===== src/rtl/arr_pkg.sv =====
// Shared types, sizes and codes for the address range registry.
package arr_pkg;

  localparam int ENTRIES  = 16;
  localparam int IDX_W    = (ENTRIES > 1) ? $clog2(ENTRIES) : 1;
  localparam int CNT_W    = $clog2(ENTRIES + 1);
  localparam int ADDR_W   = 64;
  localparam int ENTRY_W  = 2 * ADDR_W;
  localparam int STATUS_W = 3;
  localparam int USED_W   = 5;
  localparam int OUT_W    = 8;

  typedef enum logic [STATUS_W-1:0] {
    ST_OK       = 3'd0,
    ST_RANGE    = 3'd1,
    ST_OVERLAP  = 3'd2,
    ST_NOTFOUND = 3'd3,
    ST_FULL     = 3'd4
  } status_t;

  typedef enum logic {
    CMD_ADD    = 1'b0,
    CMD_REMOVE = 1'b1
  } cmd_t;

  typedef enum logic [2:0] {
    S_IDLE,
    S_CHECK,
    S_SCAN,
    S_FINISH,
    S_REPLY
  } state_t;

endpackage


===== src/rtl/arr_ram.sv =====
// Generic single-write, single-read RAM with registered read data.
module arr_ram #(
  parameter int WIDTH = 8,
  parameter int DEPTH = 16
) (
  input  logic                                      clk,
  input  logic                                      we,
  input  logic [((DEPTH > 1) ? $clog2(DEPTH) : 1)-1:0] waddr,
  input  logic [WIDTH-1:0]                          wdata,
  input  logic                                      re,
  input  logic [((DEPTH > 1) ? $clog2(DEPTH) : 1)-1:0] raddr,
  output logic [WIDTH-1:0]                          rdata
);

  logic [WIDTH-1:0] mem_r [DEPTH];
  logic [WIDTH-1:0] rdata_r;

  always_ff @(posedge clk) begin
    if (we) begin
      mem_r[waddr] <= wdata;
    end
    if (re) begin
      rdata_r <= mem_r[raddr];
    end
  end

  assign rdata = rdata_r;

endmodule


===== src/rtl/address_range_registry.sv =====
// Top level of the address range registry: range table, scan sequencer and ports.
//
//  channel | direction | handshake              | contents
//  in_     | slave     | in_tvalid / in_tready  | tuser: command; tdata: start, size
//  out_    | master    | out_tvalid / out_tready| tdata: status, entries_used
//  cfg_    | slave     | cfg_valid / cfg_ready  | cfg_data: phys_limit
//
// A request goes from its beat to its result in these steps: the end-address add and
// limit compare, one RAM read per table slot through the single shared compare unit
// with registered read data, and then write-back and reply.
// A range error on an add skips the scan; a hit in the scan ends it early.
// Reset clears the valid marks and the count at once; the RAM itself is not cleared.
// in_tready is low while a request is in flight; a stalled result holds in the
// output register, and cfg_ready is always high.
module address_range_registry (
  input  logic                       clk,
  input  logic                       rst_n,
  input  logic                       in_tvalid,
  output logic                       in_tready,
  input  logic [arr_pkg::ENTRY_W-1:0] in_tdata,  // [63:0] range_start, [127:64] range_size
  input  logic [0:0]                 in_tuser,   // [0] command
  output logic                       out_tvalid,
  input  logic                       out_tready,
  output logic [arr_pkg::OUT_W-1:0]  out_tdata,  // [2:0] status, [7:3] entries_used
  input  logic                       cfg_valid,
  output logic                       cfg_ready,
  input  logic [arr_pkg::ADDR_W-1:0] cfg_data
);

  localparam int IW = arr_pkg::IDX_W;
  localparam int AW = arr_pkg::ADDR_W;

  arr_pkg::state_t state_r, state_nxt;

  logic [AW-1:0]            phys_limit_r;
  arr_pkg::cmd_t            cmd_r;
  logic [AW-1:0]            start_r, size_r, end_r;
  logic                     range_err_r;
  logic [IW:0]              iss_cnt_r;
  logic                     cmp_vld_r;
  logic [IW-1:0]            cmp_idx_r;
  logic                     hit_r;
  logic [IW-1:0]            hit_idx_r;
  logic                     free_fnd_r;
  logic [IW-1:0]            free_idx_r;
  logic [arr_pkg::ENTRIES-1:0] valid_r;
  logic [arr_pkg::CNT_W-1:0] cnt_r;
  arr_pkg::status_t         res_status_r;
  logic                     out_tvalid_r;
  logic [arr_pkg::OUT_W-1:0] out_tdata_r;

  logic                     in_beat;
  logic [AW:0]              end_sum;
  logic                     range_bad;
  logic [arr_pkg::ENTRY_W-1:0] rd_data;
  logic [AW-1:0]            ts, tsz, te;
  logic                     ovl, match, ent_v, cmp_hit, cmp_last;
  logic                     rd_en, ram_we, out_load;
  arr_pkg::status_t         status_nxt;

  assign in_beat   = in_tvalid && in_tready;
  assign cfg_ready = 1'b1;

  // End address of the requested range, with the carry kept to spot a wrap.
  assign end_sum   = {1'b0, start_r} + {1'b0, size_r};
  assign range_bad = end_sum[AW] || (end_sum[AW-1:0] > phys_limit_r);

  // Shared compare unit, fed by one RAM entry per cycle.
  assign ts       = rd_data[AW-1:0];
  assign tsz      = rd_data[2*AW-1:AW];
  assign te       = ts + tsz;
  assign ovl      = !((start_r >= te) || (end_r <= ts));
  assign match    = (ts == start_r) && (tsz == size_r);
  assign ent_v    = valid_r[cmp_idx_r];
  assign cmp_hit  = cmp_vld_r && ent_v && ((cmd_r == arr_pkg::CMD_REMOVE) ? match : ovl);
  assign cmp_last = cmp_vld_r && (cmp_idx_r == IW'(arr_pkg::ENTRIES - 1));

  arr_ram #(
    .WIDTH(arr_pkg::ENTRY_W),
    .DEPTH(arr_pkg::ENTRIES)
  ) u_ram (
    .clk  (clk),
    .we   (ram_we),
    .waddr(free_idx_r),
    .wdata({size_r, start_r}),
    .re   (rd_en),
    .raddr(iss_cnt_r[IW-1:0]),
    .rdata(rd_data)
  );

  // Next state.
  always_comb begin
    state_nxt = state_r;
    case (state_r)
      arr_pkg::S_IDLE: begin
        if (in_beat) state_nxt = arr_pkg::S_CHECK;
      end
      arr_pkg::S_CHECK: begin
        if (range_bad && (cmd_r == arr_pkg::CMD_ADD)) state_nxt = arr_pkg::S_FINISH;
        else state_nxt = arr_pkg::S_SCAN;
      end
      arr_pkg::S_SCAN: begin
        if (cmp_hit || cmp_last) state_nxt = arr_pkg::S_FINISH;
      end
      arr_pkg::S_FINISH: begin
        state_nxt = arr_pkg::S_REPLY;
      end
      arr_pkg::S_REPLY: begin
        if (!out_tvalid_r || out_tready) state_nxt = arr_pkg::S_IDLE;
      end
      default: state_nxt = arr_pkg::S_IDLE;
    endcase
  end

  // Control outputs of the sequencer.
  always_comb begin
    in_tready  = 1'b0;
    rd_en      = 1'b0;
    ram_we     = 1'b0;
    out_load   = 1'b0;
    status_nxt = arr_pkg::ST_OK;
    case (state_r)
      arr_pkg::S_IDLE: begin
        in_tready = 1'b1;
      end
      arr_pkg::S_SCAN: begin
        rd_en = (iss_cnt_r < (IW + 1)'(arr_pkg::ENTRIES)) && !cmp_hit;
      end
      arr_pkg::S_FINISH: begin
        if (cmd_r == arr_pkg::CMD_ADD) begin
          if (range_err_r) status_nxt = arr_pkg::ST_RANGE;
          else if (hit_r) status_nxt = arr_pkg::ST_OVERLAP;
          else if (!free_fnd_r) status_nxt = arr_pkg::ST_FULL;
          else begin
            status_nxt = arr_pkg::ST_OK;
            ram_we     = 1'b1;
          end
        end else begin
          status_nxt = hit_r ? arr_pkg::ST_OK : arr_pkg::ST_NOTFOUND;
        end
      end
      arr_pkg::S_REPLY: begin
        out_load = !out_tvalid_r || out_tready;
      end
      default: begin
        in_tready = 1'b0;
      end
    endcase
  end

  always_ff @(posedge clk) begin
    if (!rst_n) begin
      state_r      <= arr_pkg::S_IDLE;
      phys_limit_r <= '1;
      valid_r      <= '0;
      cnt_r        <= '0;
      cmp_vld_r    <= 1'b0;
      out_tvalid_r <= 1'b0;
    end else begin
      state_r <= state_nxt;
      if (cfg_valid && cfg_ready) phys_limit_r <= cfg_data;
      cmp_vld_r <= rd_en;

      if (state_r == arr_pkg::S_FINISH) begin
        if (ram_we) begin
          valid_r[free_idx_r] <= 1'b1;
          cnt_r               <= cnt_r + 1'b1;
        end else if ((cmd_r == arr_pkg::CMD_REMOVE) && hit_r) begin
          valid_r[hit_idx_r] <= 1'b0;
          cnt_r              <= cnt_r - 1'b1;
        end
      end

      if (out_load) out_tvalid_r <= 1'b1;
      else if (out_tready) out_tvalid_r <= 1'b0;
    end
  end

  // Request and scan datapath; these registers need no reset.
  always_ff @(posedge clk) begin
    if (in_beat) begin
      cmd_r   <= arr_pkg::cmd_t'(in_tuser[0]);
      start_r <= in_tdata[AW-1:0];
      size_r  <= in_tdata[2*AW-1:AW];
    end
    if (state_r == arr_pkg::S_CHECK) begin
      end_r       <= end_sum[AW-1:0];
      range_err_r <= range_bad && (cmd_r == arr_pkg::CMD_ADD);
      iss_cnt_r   <= '0;
      hit_r       <= 1'b0;
      free_fnd_r  <= 1'b0;
    end
    if (rd_en) begin
      iss_cnt_r <= iss_cnt_r + 1'b1;
      cmp_idx_r <= iss_cnt_r[IW-1:0];
    end
    if ((state_r == arr_pkg::S_SCAN) && cmp_hit) begin
      hit_r     <= 1'b1;
      hit_idx_r <= cmp_idx_r;
    end
    // The first free slot seen in scan order is the lowest-numbered one.
    if ((state_r == arr_pkg::S_SCAN) && cmp_vld_r && !ent_v && !free_fnd_r) begin
      free_fnd_r <= 1'b1;
      free_idx_r <= cmp_idx_r;
    end
    if (state_r == arr_pkg::S_FINISH) res_status_r <= status_nxt;
    if (out_load) out_tdata_r <= {arr_pkg::USED_W'(cnt_r), res_status_r};
  end

  assign out_tvalid = out_tvalid_r;
  assign out_tdata  = out_tdata_r;

endmodule


===== config.mk =====
export PLATFORM = sky130hd
export DESIGN_NAME = address_range_registry
export DESIGN_NICKNAME = d
export VERILOG_FILES = /design/src/rtl/arr_pkg.sv /design/src/rtl/arr_ram.sv /design/src/rtl/address_range_registry.sv
export SDC_FILE = /design/constraint.sdc
export NUM_CORES = 2
export LEC_CHECK = 0
export BUFFER_PORTS_ARGS = -buffer_cell sky130_fd_sc_hd__buf_2
export CORE_AREA = 2 2 420 630
export CTS_BUF_LIST = sky130_fd_sc_hd__clkbuf_8
export CTS_CLUSTER_SIZE = 14
export DETAILED_ROUTE_END_ITERATION = 8
export DIE_AREA = 0 0 422 632
export PLACE_DENSITY_LB_ADDON = 0.05
export SYNTH_ARGS = -nofsm -noshare
export SYNTH_HDL_FRONTEND = slang
export SYNTH_SLANG_ARGS = --single-unit

===== constraint.sdc =====
create_clock -name clk -period 25.2 [get_ports clk]
set_input_delay 5.04 -clock clk [delete_from_list [all_inputs] [get_ports clk]]
set_output_delay 5.04 -clock clk [all_outputs]
set_load 0.005 [all_outputs]

==> flow_results.xml <==
<?xml version="1.0" encoding="UTF-8"?>
<metrics>
  <group name="worst_setup_path">
    <metric name="crit_path_max_fanout" unit="">70</metric>
    <metric name="crit_path_end_kind" unit="">flop</metric>
    <metric name="critPathLaunchType" unit="">flop</metric>
    <metric name="setup.reg_to_reg.worst_slack" unit="ns">16.98</metric>
    <metric name="critical_path_class" unit="">flop to flop</metric>
    <metric name="worst_ep_required_time" unit="ns">25.82</metric>
    <metric name="crit_arrival" unit="ns">8.84</metric>
  </group>
  <group name="cts">
    <metric name="clockBufferDepth" unit="">4</metric>
    <metric name="cts_num_sinks" unit="">2490</metric>
    <metric name="cts_hold_buffers" unit="">0</metric>
    <metric name="cts.clk_slew.worst_paths" unit="ns">0.07</metric>
    <metric name="tritoncts.num_buffers" unit="">396</metric>
    <metric name="clk_latency" unit="ns">1.05</metric>
    <metric name="postCtsSetupBuffers" unit="">0</metric>
    <metric name="clk_root_buffer_cell" unit="">clkbuf_8</metric>
    <metric name="tritoncts_clock_tree" unit="">yes</metric>
    <metric name="ctsHtreeMaxLevel" unit="">5</metric>
    <metric name="post_cts.resized_instances" unit="">0</metric>
  </group>
  <group name="pwr">
    <metric name="worst_vdd_ir" unit="V">0.00007134</metric>
    <metric name="power.total" unit="W">0.01212</metric>
    <metric name="leakagePower" unit="nW">39.89</metric>
    <metric name="seqPwrFrac" unit="%">42.6</metric>
    <metric name="p_switching" unit="W">0.004038</metric>
    <metric name="power.switching_fraction" unit="%">33.31</metric>
    <metric name="clock_group_share_of_total_power" unit="%">27.0</metric>
    <metric name="power_per_cell_area" unit="mW/mm²">103.1</metric>
    <metric name="pwr-share-comb" unit="%">30.5</metric>
    <metric name="p_int" unit="W">0.008083</metric>
  </group>
  <group name="place">
    <metric name="dp_slack" unit="ns">17.07</metric>
    <metric name="gpl.final_weighted_congestion" unit="">0.9399</metric>
    <metric name="placed_area" unit="mm²">0.1102</metric>
    <metric name="buffer_ports.inserted" unit="">207</metric>
    <metric name="detailed_place_hpwl" unit="µm">198000</metric>
  </group>
  <group name="run">
    <metric name="max_cap_violations" unit="">0</metric>
  </group>
  <group name="global_routing">
    <metric name="grt_pass1_wl" unit="µm">445200</metric>
    <metric name="grt.overflow.total" unit="">0</metric>
    <metric name="grt_pass1_vias" unit="">57653</metric>
    <metric name="pin_count_of_the_biggest_net_entering_global_routing" unit="">125</metric>
    <metric name="grt_antenna_before_repair" unit="">25</metric>
    <metric name="grt_use_total" unit="%">23.80</metric>
  </group>
  <group name="yosys">
    <metric name="ys_top_cells_by_area" unit="">edfxtp_1, mux4_2, ha_1</metric>
    <metric name="synth_fp_nets" unit="">5943</metric>
    <metric name="post_synth_most_frequent_cells" unit="">edfxtp_1, mux4_2, ha_1</metric>
    <metric name="postSynth.asyncResetShare" unit="%">0</metric>
    <metric name="syn-cell-area" unit="mm²">0.1041</metric>
    <metric name="ys_dominant_reg_cell" unit="">edfxtp_1</metric>
    <metric name="post_synthesis_instance_total" unit="">5419</metric>
    <metric name="synth_top_area_cell" unit="">edfxtp_1</metric>
    <metric name="yosysTopAreaCellShare" unit="%">69.19</metric>
    <metric name="seq_area_frac_synth" unit="%">70.96</metric>
    <metric name="syn_avg_cell_area" unit="µm²">19.21</metric>
    <metric name="ys_warn_count" unit="">0</metric>
    <metric name="synth_seq_cells" unit="">2490</metric>
    <metric name="netlist-cell-type-count" unit="">86</metric>
    <metric name="synth-edff-count" unit="">2398</metric>
    <metric name="synthMostInstantiatedCell" unit="">edfxtp_1</metric>
  </group>
  <group name="die">
    <metric name="initial_core_util" unit="%">39.83</metric>
    <metric name="core_area" unit="mm²">0.2613</metric>
    <metric name="top_level_ports" unit="">209</metric>
    <metric name="die-height" unit="µm">632</metric>
    <metric name="die_area" unit="mm²">0.2667</metric>
    <metric name="die_w" unit="µm">422</metric>
    <metric name="rows" unit="">230</metric>
  </group>
  <group name="sta">
    <metric name="clock_skew" unit="ns">0.08398</metric>
    <metric name="fin_setup_tns" unit="ns">0</metric>
    <metric name="worst-slew-pin-transition" unit="ns">1.103</metric>
    <metric name="timing.slew.headroom" unit="%">25.80</metric>
    <metric name="final.min_clock_period" unit="ns">8.222</metric>
    <metric name="final_worst_path_cycle_share" unit="%">32.63</metric>
    <metric name="max_freq" unit="GHz">0.1216</metric>
    <metric name="setup_viol_count_final" unit="">0</metric>
    <metric name="setup_slack" unit="ns">16.98</metric>
    <metric name="hold-worst-slack" unit="ns">0.4348</metric>
    <metric name="finalMaxSlewViolations" unit="">0</metric>
    <metric name="rsz_0062_raised_after_global_routing" unit="">false</metric>
    <metric name="finalHoldViolations" unit="">0</metric>
  </group>
  <group name="final_layout">
    <metric name="area_growth" unit="%">12.90</metric>
    <metric name="drive_above_1_share" unit="%">25.12</metric>
    <metric name="final_net_count" unit="">6501</metric>
    <metric name="final_cell_area" unit="mm²">0.1175</metric>
    <metric name="fillers" unit="">22902</metric>
  </group>
  <group name="drt">
    <metric name="dr.pass1.iters" unit="">7</metric>
    <metric name="post_drt_wl_per_cell" unit="µm">32.83</metric>
    <metric name="wirelength" unit="µm">320700</metric>
    <metric name="first_iter_violations" unit="">5190</metric>
    <metric name="antenna_violating_nets_post_route" unit="">0</metric>
    <metric name="drt_drc_violations_left" unit="">0</metric>
    <metric name="vias" unit="">55309</metric>
    <metric name="avgViaCountPerCell" unit="">5.662</metric>
  </group>
  <group name="run_status">
    <metric name="result_of_the_run" unit="">finished clean</metric>
  </group>
  <group name="min_path">
    <metric name="min-delay-path-class" unit="">flop to flop</metric>
  </group>
</metrics>
==> cells in the final DEF (no fill, tap or decap), types with 21 or more instances in the layout <==
| cell | count |
|---|---|
| nor2_1 | 99 |
| nor2b_1 | 25 |
| mux4_2 | 645 |
| o211ai_1 | 74 |
| inv_1 | 290 |
| nand3_1 | 48 |
| buf_2 | 205 |
| nor3_1 | 27 |
| clkinv_1 | 101 |
| nand2_1 | 187 |
| clkinv_2 | 42 |
| and3_1 | 21 |
| nand2b_1 | 22 |
| o21ai_0 | 102 |
| a211oi_1 | 25 |
| dfxtp_1 | 92 |
| nand4_1 | 82 |
| clkbuf_8 | 414 |
| a21o_1 | 140 |
| xor2_1 | 128 |
| ha_1 | 323 |
| edfxtp_1 | 2398 |
| xnor2_1 | 117 |
| nor4_1 | 35 |
| a21oi_1 | 179 |
| buf_4 | 159 |
==> worst paths after layout <==
kind                                 start                          to  depth (start not counted)
max               u_ram.rdata[7]$_DFFE_PP_  u_ram.rdata[115]$_DFFE_PP_                         23
min          res_status_r[2]$_SDFFCE_PP0P_      out_tdata[2]$_DFFE_PP_                          0
max reg2reg       u_ram.rdata[7]$_DFFE_PP_  u_ram.rdata[115]$_DFFE_PP_                         23
min reg2reg  res_status_r[2]$_SDFFCE_PP0P_      out_tdata[2]$_DFFE_PP_                          0
==> layer usage <==
layer	routed length [µm]	vias to the layer above	part of all wire [%]	global-route usage [%]
met1	139500	29731	44	32.74
met2	156900	1645	49	39.49
met4	9996	4	3.1	7.401
met3	14280	431	4.5	3.086
met5	24	-	0.0075	0
li1	-	23498	-	-
==> power by group through the flow <==
stage	combinational [W]	clock, W	sequential (W)
final	0.00369	0.00327	0.00516
after global routing	0.00396	0.00354	0.00518
after CTS	0.00375	0.00338	0.00516
after detailed placement	0.00374	0	0.00524
after global placement	0.00375	0	0.00524
after floorplan	0.00228	0	0.00523
==> state kept, by name, summed over array words and instances (netlist names), 8 cells and up <==
signal and flops:
end_r 64, valid_r 16, size_r 64, out_tdata 8, u_ram.mem_r 2048, start_r 64
phys_limit_r 64, u_ram.rdata 128
==> stage by stage <==
stage / std cells / util (%)
floorplan: 5419 / -
global placement: 9059 / 42.18
detailed placement: 9059 / 42.18
CTS: 9763 / 44.96
global route: 9767 / 44.97
finish: 9769 / 44.97
==> layout make-up <==
type / count / area, µm² / share of cell area (%)
sequential: 2490 / 73850 / 62.85
multi-input combinational: 2539 / 28870 / 24.57
clock buffer: 414 / 5698 / 4.849
tap: 3480 / 4354 / 3.705
timing repair buffer: 377 / 2480 / 2.110
clock inverter: 290 / 1579 / 1.344
inverter: 173 / 656.9 / 0.5590
antenna: 6 / 15.01 / 0.01278
==> worst max-delay path: stages, from the launching register on <==
cell      delay (ns)
edfxtp_1        0.44
ha_1            0.38
and2_2          0.23
a221oi_1        0.36
inv_1           0.09
o21ai_0         0.27
a21oi_1         0.22
o211ai_1        0.68
a21oi_1         0.29
a221oi_1        0.48
o21ai_0         0.20
xnor2_1         0.16
ha_1            0.32
nand4_1         0.17
nor3_1          0.33
and4_1          0.31
nand4_1         0.13
o221a_2         0.26
nand4_1         0.10
a21oi_1         0.06
o211a_1         0.34
or3b_1          0.54
inv_8           0.50
buf_4           0.85
==> cell families (layout without fill, tap and decap cells) <==
| kind of cell | after synthesis | in the layout | synth area share [%] |
|---|---|---|---|
| buffers and inverters | 390 | 1254 | 1.415 |
| and+or+nand+nor | 619 | 619 | 2.977 |
| xor gates and xnor gates | 245 | 245 | 2.062 |
| DFF | 2490 | 2490 | 70.96 |
| other | 1 | 7 | 0.003603 |
| AOI/OAI and AO/OA | 697 | 697 | 4.628 |
| muxes | 651 | 651 | 14.02 |
| adders and majority gates | 326 | 326 | 3.941 |
No activity file was read; power rests on OpenSTA's default activity.
